File: src/rtl/tcg_pkg.sv
// Shared types and constants of the text console grid.
// Holds the beat structs of both channels and the controller/datapath interface.
// No dependencies.
`timescale 1ns / 1ps

package tcg_pkg;

    localparam int DEF_NUM_COLS = 100;
    localparam int DEF_NUM_ROWS = 60;
    localparam int DEF_TAB_STOP = 8;

    localparam logic [7:0] CH_CR    = 8'd13;
    localparam logic [7:0] CH_LF    = 8'd10;
    localparam logic [7:0] CH_BS    = 8'd8;
    localparam logic [7:0] CH_TAB   = 8'd9;
    localparam logic [7:0] CH_SPACE = 8'h20;

    localparam logic KIND_PUT  = 1'b0;
    localparam logic KIND_READ = 1'b1;

    typedef struct packed {
        logic       kind;
        logic [7:0] char_code;
        logic [5:0] read_row;
        logic [6:0] read_col;
    } in_item_t;

    typedef struct packed {
        logic [5:0] cursor_row;
        logic [6:0] cursor_col;
        logic [7:0] cell_char;
        logic       changed;
    } out_item_t;

    typedef struct packed {
        logic init_wr;
        logic load_item;
        logic rd_issue;
        logic cap_cell;
        logic newline;
        logic backspace;
        logic put_char;
        logic put_space;
        logic scroll_wr;
        logic out_load;
    } cmd_t;

    typedef struct packed {
        logic init_last;
        logic is_read;
        logic rd_in_range;
        logic is_cr;
        logic is_lf;
        logic is_bs;
        logic is_tab;
        logic col_last;
        logic row_last;
        logic tab_last;
        logic scroll_last;
        logic out_free;
    } status_t;

endpackage

File: src/rtl/tcg_controller.sv
// Sequencer of the text console grid: clearing pass, item dispatch, tab fill,
// row clear on scroll and result handoff. Drives tcg_datapath.
// Depends on tcg_pkg.
`timescale 1ns / 1ps

module tcg_controller (
    input  logic             aclk,
    input  logic             aresetn,
    input  logic             s_valid,
    output logic             s_ready,
    input  tcg_pkg::status_t status,
    output tcg_pkg::cmd_t    cmd
);
    import tcg_pkg::*;

    localparam logic [2:0] S_INIT   = 3'd0;
    localparam logic [2:0] S_IDLE   = 3'd1;
    localparam logic [2:0] S_EXEC   = 3'd2;
    localparam logic [2:0] S_RDWAIT = 3'd3;
    localparam logic [2:0] S_TAB    = 3'd4;
    localparam logic [2:0] S_SCROLL = 3'd5;
    localparam logic [2:0] S_DONE   = 3'd6;

    logic [2:0] state_reg, state_next;

    always_comb begin
        cmd        = '0;
        state_next = state_reg;
        s_ready    = 1'b0;
        unique case (state_reg)
            S_INIT: begin
                cmd.init_wr = 1'b1;
                if (status.init_last) begin
                    state_next = S_IDLE;
                end
            end
            S_IDLE: begin
                s_ready = 1'b1;
                if (s_valid) begin
                    cmd.load_item = 1'b1;
                    state_next    = S_EXEC;
                end
            end
            S_EXEC: begin
                priority if (status.is_read) begin
                    if (status.rd_in_range) begin
                        cmd.rd_issue = 1'b1;
                        state_next   = S_RDWAIT;
                    end else begin
                        state_next = S_DONE;
                    end
                end else if (status.is_cr) begin
                    state_next = S_DONE;
                end else if (status.is_lf) begin
                    cmd.newline = 1'b1;
                    state_next  = status.row_last ? S_SCROLL : S_DONE;
                end else if (status.is_bs) begin
                    cmd.backspace = 1'b1;
                    state_next    = S_DONE;
                end else if (status.is_tab) begin
                    state_next = S_TAB;
                end else begin
                    cmd.put_char = 1'b1;
                    state_next   = (status.col_last && status.row_last) ? S_SCROLL : S_DONE;
                end
            end
            S_RDWAIT: begin
                cmd.cap_cell = 1'b1;
                state_next   = S_DONE;
            end
            S_TAB: begin
                // One space per cycle until the tab stop or the right edge.
                cmd.put_space = 1'b1;
                if (status.tab_last) begin
                    state_next = (status.col_last && status.row_last) ? S_SCROLL : S_DONE;
                end
            end
            S_SCROLL: begin
                cmd.scroll_wr = 1'b1;
                if (status.scroll_last) begin
                    state_next = S_DONE;
                end
            end
            S_DONE: begin
                if (status.out_free) begin
                    cmd.out_load = 1'b1;
                    state_next   = S_IDLE;
                end
            end
            default: begin
                state_next = S_INIT;
            end
        endcase
    end

    always_ff @(posedge aclk) begin
        if (!aresetn) begin
            state_reg <= S_INIT;
        end else begin
            state_reg <= state_next;
        end
    end

endmodule

File: config.mk
export PLATFORM = sky130hd
export DESIGN_NAME = tcg_controller
export DESIGN_NICKNAME = d
export VERILOG_FILES = /design/src/rtl/tcg_pkg.sv /design/src/rtl/tcg_controller.sv
export SDC_FILE = /design/constraint.sdc
export NUM_CORES = 1
export LEC_CHECK = 0
export ABC_AREA = 0
export BUFFER_PORTS_ARGS = -buffer_cell sky130_fd_sc_hd__buf_2
export CORE_AREA = 2 2 39 41
export DETAILED_ROUTE_END_ITERATION = 8
export DIE_AREA = 0 0 41 43
export PLACE_DENSITY = 0.72
export SLEW_MARGIN = 5
export SYNTH_ARGS = -nofsm -noshare
export SYNTH_HDL_FRONTEND = slang
export SYNTH_SLANG_ARGS = --single-unit
export TNS_END_PERCENT = 20
File: constraint.sdc
create_clock -name aclk -period 1.45 [get_ports aclk]
set_clock_uncertainty 0.05 [all_clocks]
set_input_delay 0.29 -clock aclk [delete_from_list [all_inputs] [get_ports aclk]]
set_output_delay 0.29 -clock aclk [all_outputs]
set_load 0.05 [all_outputs]
* After elaboration in Yosys (flattened, before gate mapping)
Cells that the tools add are included.
** Storage, ports and cells
- Memories :: 0
- Input port bits :: 15
- Output and inout port bits :: 11
- Flip-flop bits (word level) :: 3
- Bits in latches :: 0
- Memory bits (read-only) :: 0
- RAM bits :: 0
- Word-level logic and storage cells :: 49
** Operators by class
- $add $sub $neg :: 0
- Eq/ne operators :: 11
- Magnitude comparators :: 0
- Reduce and logical (&&, ||, !) cells :: 3
- Bitwise operators :: 0
- Multiply operators :: 0
- Divide/modulo/power cells :: 0
- Shift operators :: 0
- Mux-type cells :: 34
** Operators with widths (count)
- 3-bit two-way mux :: 13
- 3-bit one-hot mux with 7 select lines :: 1
- 1-bit two-way mux :: 16
- 2-bit != test, second input constant :: 5
- 3-bit equality test, second input constant :: 3
- 2-bit two-way mux :: 4
- 3-bit by 2-bit equality test with 1-bit output, second input constant :: 2
- 5-bit AND reduction :: 1
- 3-bit by 1-bit equality test with 1-bit output, second input constant :: 1
- 3-bit logical NOT :: 1
- 1-bit logical AND :: 1

* Longest topological paths before layout
Gate-level depths: netlist (run 1).
- Word-level depth :: 8
- Depth in mapped cells :: 5
- Mapped depth without buffers :: 4

* Least setup slack after synthesis (run 1)
Ideal clock, no wire load.
- Kind :: register to output
- Start point :: register state_reg[0]
- End point :: output cmd[3] (netlist bit)
- Cell stages (with the launch flop) :: 5
- Setup slack :: -1.117 ns
- Data required time :: 1.110 ns
- Arrival :: 2.227 ns
- Path buffers :: 2
- Cells stage by stage :: dfxtp_1 > buf_2 > buf_2 > nand3b_1 > nor4_1
** RTL lines
- start, declared :: line tcg_controller.sv:24 : logic [2:0] state_reg, state_next;
- start signal, assigned :: line tcg_controller.sv:100 : state_reg <= state_next;
- end, declared :: line tcg_controller.sv:12 : output tcg_pkg::cmd_t cmd

==> results of run 1 <==
## synth_stat cells (2+ instances only)
cell type	instances	area share
nor3b_1	2	0.038
nand2b_1	3	0.047
o22ai_1	2	0.031
nor2b_1	2	0.031
o21ai_0	2	0.025
nand3b_1	2	0.038
and2_1	4	0.063
buf_2	2	0.025
nand2_1	4	0.038
dfxtp_1	3	0.15
a21oi_1	3	0.038
nor2_1	7	0.066
## layer usage
metal | share of wire | up-vias | global-route usage | wire length [um]
met5 | 0 | - | 0 | 0
met4 | 0 | 0 | 0.0800 | 0
met3 | 0.056 | 0 | 0.0471 | 66
met1 | 0.43 | 245 | 0.170 | 509
met2 | 0.52 | 18 | 0.269 | 613
li1 | - | 274 | - | -
## repair_timing
action / 4_1_cts / 5_1_grt
buffers inserted: 0 / 1
endpoints found under the setup margin: 11 / 12
pin swaps: 1 / 1
gates resized for setup: 25 / 9
## area by class of cell
| type | count | area (um^2) |
|---|---|---|
| well taps | 16 | 20.0 |
| fillers | 127 | 602 |
| inverters | 1 | 3.75 |
| clock buffers | 4 | 26.3 |
| repair buffers | 37 | 288 |
| flip-flops and latches | 3 | 62.6 |
| multi-input cells | 47 | 382 |
## power by group through the flow
stage	Sequential, uW	Clock (uW)	Combinational, uW
finish	142	146	939
CTS	137	148	866
global route	149	160	998
floorplan	137	0	594
global placement	137	0	758
detailed placement	136	0	772
## metrics by stage
stage	setup WS, ns	hold WS [ns]	cell area (um^2)	std cells
4_1_cts	-0.224	0.285	746	107
3_5_place_dp	-0.160	0.529	641	103
2_1_floorplan	-0.314	0.375	447	54
6_report	-0.232	0.290	782	108
5_1_grt	-0.315	0.282	782	108
3_3_place_gp	-0.115	0.512	641	103
## worst register-to-register path, stage by stage, from the launching register on
cell      delay [ns]
dfxtp_2         0.32
buf_4           0.17
nor2b_4         0.18
a21oi_1         0.07
a221oi_1        0.32
o22ai_1         0.13
## logic make-up after synthesis
| family | count (synthesis) |
|---|---|
| and+or+nand+nor | 33 |
| muxes | 1 |
| buffers and inverters | 4 |
| AOI/OAI and AO/OA | 13 |
| DFF | 3 |
## path summary, 6_finish.rpt
| kind | cells past startpoint | start | end |
|---|---|---|---|
| setup / recovery | 4 | state_reg[2]$_SDFFE_PN0P_ | cmd[4] |
| hold / removal | 3 | aresetn | state_reg[2]$_SDFFE_PN0P_ |
| setup reg to reg | 5 | state_reg[2]$_SDFFE_PN0P_ | state_reg[0]$_SDFFE_PN0P_ |
| hold reg to reg | 3 | state_reg[2]$_SDFFE_PN0P_ | state_reg[2]$_SDFFE_PN0P_ |
==> results_dict.tcl, run 1 <==
set metrics [dict create \
    buffer_ports.inserted 25 \
    mappedNetlistArea_um2 398 \
    final-hold-violation-count 0 \
    timing.setup.tns_ns -1.16 \
    cts.htree.levels 1 \
    timing.final.setup_violations 9 \
    design.portCount 26 \
    number_of_buffers_created_by_cts 3 \
    first_global_vias 511 \
    post-route-period-util 1.16 \
    post_synth_num_cell_types 30 \
    timing.critical_path.buf_inv 1 \
    crit_path_max_fanout 3 \
    route.final.wire_length_mm 1.19 \
    postSynth.topFlopCell "dfxtp_1" \
    crit_chain "and2b_1 > nand3b_1 > nor3b_4 > buf_6" \
    path_class "reg2out" \
    synth-xor-area-share 0 \
    drcViolationCount 0 \
    number_of_flip_flops_in_the_largest_register 3 \
    post-dp-hpwl_um 938 \
    synth_seq_area_share 0.151 \
    critical_path.max_stage_delay_ns 0.31 \
    synth.mux.area_fraction 0.0252 \
    ir_worst_vdd_mv 1.16 \
    drv.max_cap_violation_count 0 \
    layout-area-overhead-vs-synth_pct 96.5 \
    initial_core_util 0.288 \
    globalplace.congestion 0.781 \
    power.switching_uw 580 \
    grt_total_ovfl 0 \
    power.density_cell_area_nw_per_um2 1570 \
    p_clk_frac 0.119 \
    timing.critical_path.to_type "output port" \
    drt_pass1_iterations 2 \
    finalPower_uw 1230 \
    root_buffer "clkbuf_4" \
    detail_route.iter0.violations 4 \
    maximum_buffer_depth_of_the_clock_tree 2 \
    violations "negative setup slack" \
    grt_first_pass_wirelength_mm 1.95 \
    achievable-frequency_ghz 0.595 \
    netSwitchingFraction 0.473 \
    chipWidth_um 41 \
    route.vias.total 537 \
    dieArea_um2 1760 \
    final_layout_size_suffix_gt1_frac 0.630 \
    synth_simple_gate_area_frac 0.491 \
    setup_slack_reg_to_reg_ns 0.10 \
    ys_async_sr_fraction 0 \
    cts.sinks 3 \
    worst_path_dominant_cell_family "simple AND/OR/NAND/NOR gates" \
    critical_path_start_type "flip-flop" \
    clock_latency_ns 0.23 \
    synth_top_family_by_area "simple AND/OR/NAND/NOR gates" \
    drt-vias-per-instance 4.97 \
    critical_path.slowest_cell "dfxtp_2" \
    timing.critical_path.arrival_ns 1.34 \
    synth_adder_area_share 0 \
    grt_setup_unrepaired "yes" \
    post-route-worst-setup-slack_ns -0.232 \
    layout.cells.most_common "buf_2" \
    synth.ff_latch_count 3 \
    ys.warnings.count 0 \
    power_report.internal_total_uw 647 \
    mappedNetlistNets 69 \
    drt-wirelength-per-cell_um 11.0 \
    gr-usage-all-layers 0.160 \
    num_rows 14 \
    cts.hold.buffers_added 0 \
    synth-edff-count 0 \
    die_h_um 43 \
    netlist_instances 54 \
    clk_pin_slew_ns 0.03 \
    worst_hold_path_type "in2reg" \
    finish.utilization 0.565 \
    final_cell_mix "buf_2 (14), buf_6 (12), buf_4 (11)" \
    post_synth.cell_area_avg_um2 7.37 \
    final_net_count 108 \
    run_status "complete, but fails checks" \
    cts_tree "yes" \
    critical_path_required_ns 1.11 \
    share_of_power_burned_in_combinational_logic 0.766 \
    worst-slew-pin-transition_ns 0.325 \
    synth_compound_gate_area_share 0.270 \
    leakage_uw 0.000353 \
    n_antenna_cell 0 \
    timing.max_slew.rel_slack 0.781 \
    slew_violations 0 \
    detail-route-antenna-nets 0 \
    fin_crit_ns 1.68 \
    coreArea_um2 1380 \
    pin_count_of_the_biggest_net_entering_global_routing 14 \
    share_seq_of_total_power 0.116 \
    grt_antenna_before_repair 0 \
]
(Power assumes the default switching activity.)
==> run 2, diff against run 1 <==
--- a/config.mk
+++ b/config.mk
@@ -8,8 +8,10 @@
 export ABC_AREA = 0
 export BUFFER_PORTS_ARGS = -buffer_cell sky130_fd_sc_hd__buf_2
 export CORE_AREA = 2 2 39 41
+export CTS_BUF_LIST = sky130_fd_sc_hd__clkbuf_16
 export DETAILED_ROUTE_END_ITERATION = 8
 export DIE_AREA = 0 0 41 43
+export MAX_ROUTING_LAYER = met4
 export PLACE_DENSITY = 0.72
 export SLEW_MARGIN = 5
 export SYNTH_ARGS = -nofsm -noshare
==> results_dict.tcl, run 2 (synthesized netlist as in run 1, its figures left out) <==
set metrics [dict create \
    run_status "complete, but fails checks" \
    violations "negative setup slack" \
    chipWidth_um 41 \
    crit_path_max_fanout 3 \
    layout-area-overhead-vs-synth_pct 109 \
    drt-wirelength-per-cell_um 11.7 \
    grt_total_ovfl 0 \
    final_cells 108 \
    timing.critical_path.arrival_ns 1.34 \
    critical_path_start_type "flip-flop" \
    timing.final.setup_violations 9 \
    maximum_buffer_depth_of_the_clock_tree 2 \
    die_h_um 43 \
    final_net_count 108 \
    drt-vias-per-instance 4.99 \
    multiInputGateArea_um2 379 \
    final-hold-violation-count 0 \
    drv.max_cap_violation_count 0 \
    dieArea_um2 1760 \
    final_cell_mix "buf_2 (14), buf_6 (12), buf_4 (11)" \
    timing.max_slew.rel_slack 0.779 \
    final_layout_size_suffix_gt1_frac 0.620 \
    route.final.wire_length_mm 1.27 \
    first_global_vias 519 \
    gr-usage-all-layers 0.173 \
    cts.htree.levels 1 \
    netSwitchingFraction 0.411 \
    root_buffer "clkbuf_16" \
    coreArea_um2 1380 \
    detail-route-antenna-nets 0 \
    critical_path_required_ns 1.11 \
    power_report.internal_total_uw 891 \
    worst-slew-pin-transition_ns 0.328 \
    fin_crit_ns 1.68 \
    layout.cells.most_common "buf_2" \
    power.density_cell_area_nw_per_um2 1820 \
    number_of_buffers_created_by_cts 3 \
    final-seq-area_um2 62.6 \
    grt_setup_unrepaired "yes" \
    globalplace.congestion 0.792 \
    grt_first_pass_wirelength_mm 2.02 \
    post-route-worst-setup-slack_ns -0.229 \
    cts.hold.buffers_added 0 \
    initial_core_util 0.288 \
    achievable-frequency_ghz 0.596 \
    drt_pass1_iterations 4 \
    cts_tree "yes" \
    buffer_ports.inserted 25 \
    p_clk_frac 0.290 \
    worst_hold_path_type "in2reg" \
    timing.critical_path.to_type "output port" \
    leakage_uw 0.000378 \
    drcViolationCount 0 \
    place_worst_setup_slack_ns -0.160 \
    detail_route.iter0.violations 5 \
    path_class "reg2out" \
    setup_slack_reg_to_reg_ns 0.10 \
    post-dp-hpwl_um 938 \
    clk_pin_slew_ns 0.03 \
    num_rows 14 \
    share_seq_of_total_power 0.094 \
    count_of_fill_cells_added_during_filler_insertion 116 \
    share_of_power_burned_in_combinational_logic 0.616 \
    grt_antenna_before_repair 0 \
    power.switching_uw 623 \
    pin_count_of_the_biggest_net_entering_global_routing 14 \
    place_inst 103 \
    slew_violations 0 \
    design.portCount 26 \
    post-route-period-util 1.16 \
    number_of_flip_flops_in_the_largest_register 3 \
    n_antenna_cell 0 \
    clock_latency_ns 0.23 \
    ir_worst_vdd_mv 1.32 \
    cts.sinks 3 \
    timing.setup.tns_ns -1.13 \
    route.vias.total 539 \
]
run 2: cell count changes in the layout (fill, tap and decap cells not counted):
| cell | delta |
|---|---|
| clkbuf_4 | -3 |
| clkbuf_1 | -1 |
| inv_1 | +1 |
| clkbuf_16 | +3 |
| and2_1 | +1 |
| and2_4 | -1 |
run 2: layout make-up:
class                           instances  area share
Multi-Input combinational cell         47       0.456
Clock inverter                          1     0.00451
Timing Repair Buffer                   37       0.346
Tap cell                               16      0.0241
Clock buffer                            3      0.0902
Inverter                                1     0.00451
Sequential cell                         3      0.0752
run 2: timing repair:
action / CTS / global route
endpoints found under the hold margin: 0 / 0
endpoints found under the setup margin: 11 / 12
gates resized for setup: 25 / 8
buffers inserted: 0 / 1
pin swaps: 1 / 1
run 2: worst paths after layout:
path	from	to	cells after the start
worst min register to register	state_reg[0]$_SDFFE_PN0P_	state_reg[0]$_SDFFE_PN0P_	3
worst max-delay path	state_reg[2]$_SDFFE_PN0P_	cmd[4]	4
worst max register to register	state_reg[2]$_SDFFE_PN0P_	state_reg[0]$_SDFFE_PN0P_	5
worst min-delay path	aresetn	state_reg[2]$_SDFFE_PN0P_	3
run 2: routing by layer:
metal	part of all wire	GRT usage	vias up
li1	-	-	273
met3	0.065	0.0471	2
met1	0.42	0.170	242
met5	0	-	-
met2	0.49	0.284	22
met4	0.017	0.100	0
run 2: worst max-delay path: stages, from the launching register on:
cell,delay (ns)
dfxtp_2,0.31
and2b_1,0.20
nand3b_1,0.18
nor3b_4,0.24
buf_6,0.18
run 2: through the flow:
stage | instance area, um^2 | total power [uW] | util | hold slack, ns
after floorplan | 447 | 731 | - | 0.375
after global placement | 641 | 894 | 0.463 | 0.512
after detailed placement | 641 | 907 | 0.463 | 0.529
after CTS | 798 | 1440 | 0.577 | 0.295
after global routing | 832 | 1590 | 0.601 | 0.299
final | 832 | 1510 | 0.601 | 0.296
run 2: power groups by stage:
stage,sequential [uW],clock (uW),combinational (uW)
after global placement,137,0,758
final,142,440,932
after detailed placement,136,0,772
after floorplan,137,0,594
after CTS,137,441,867
after global routing,150,450,988
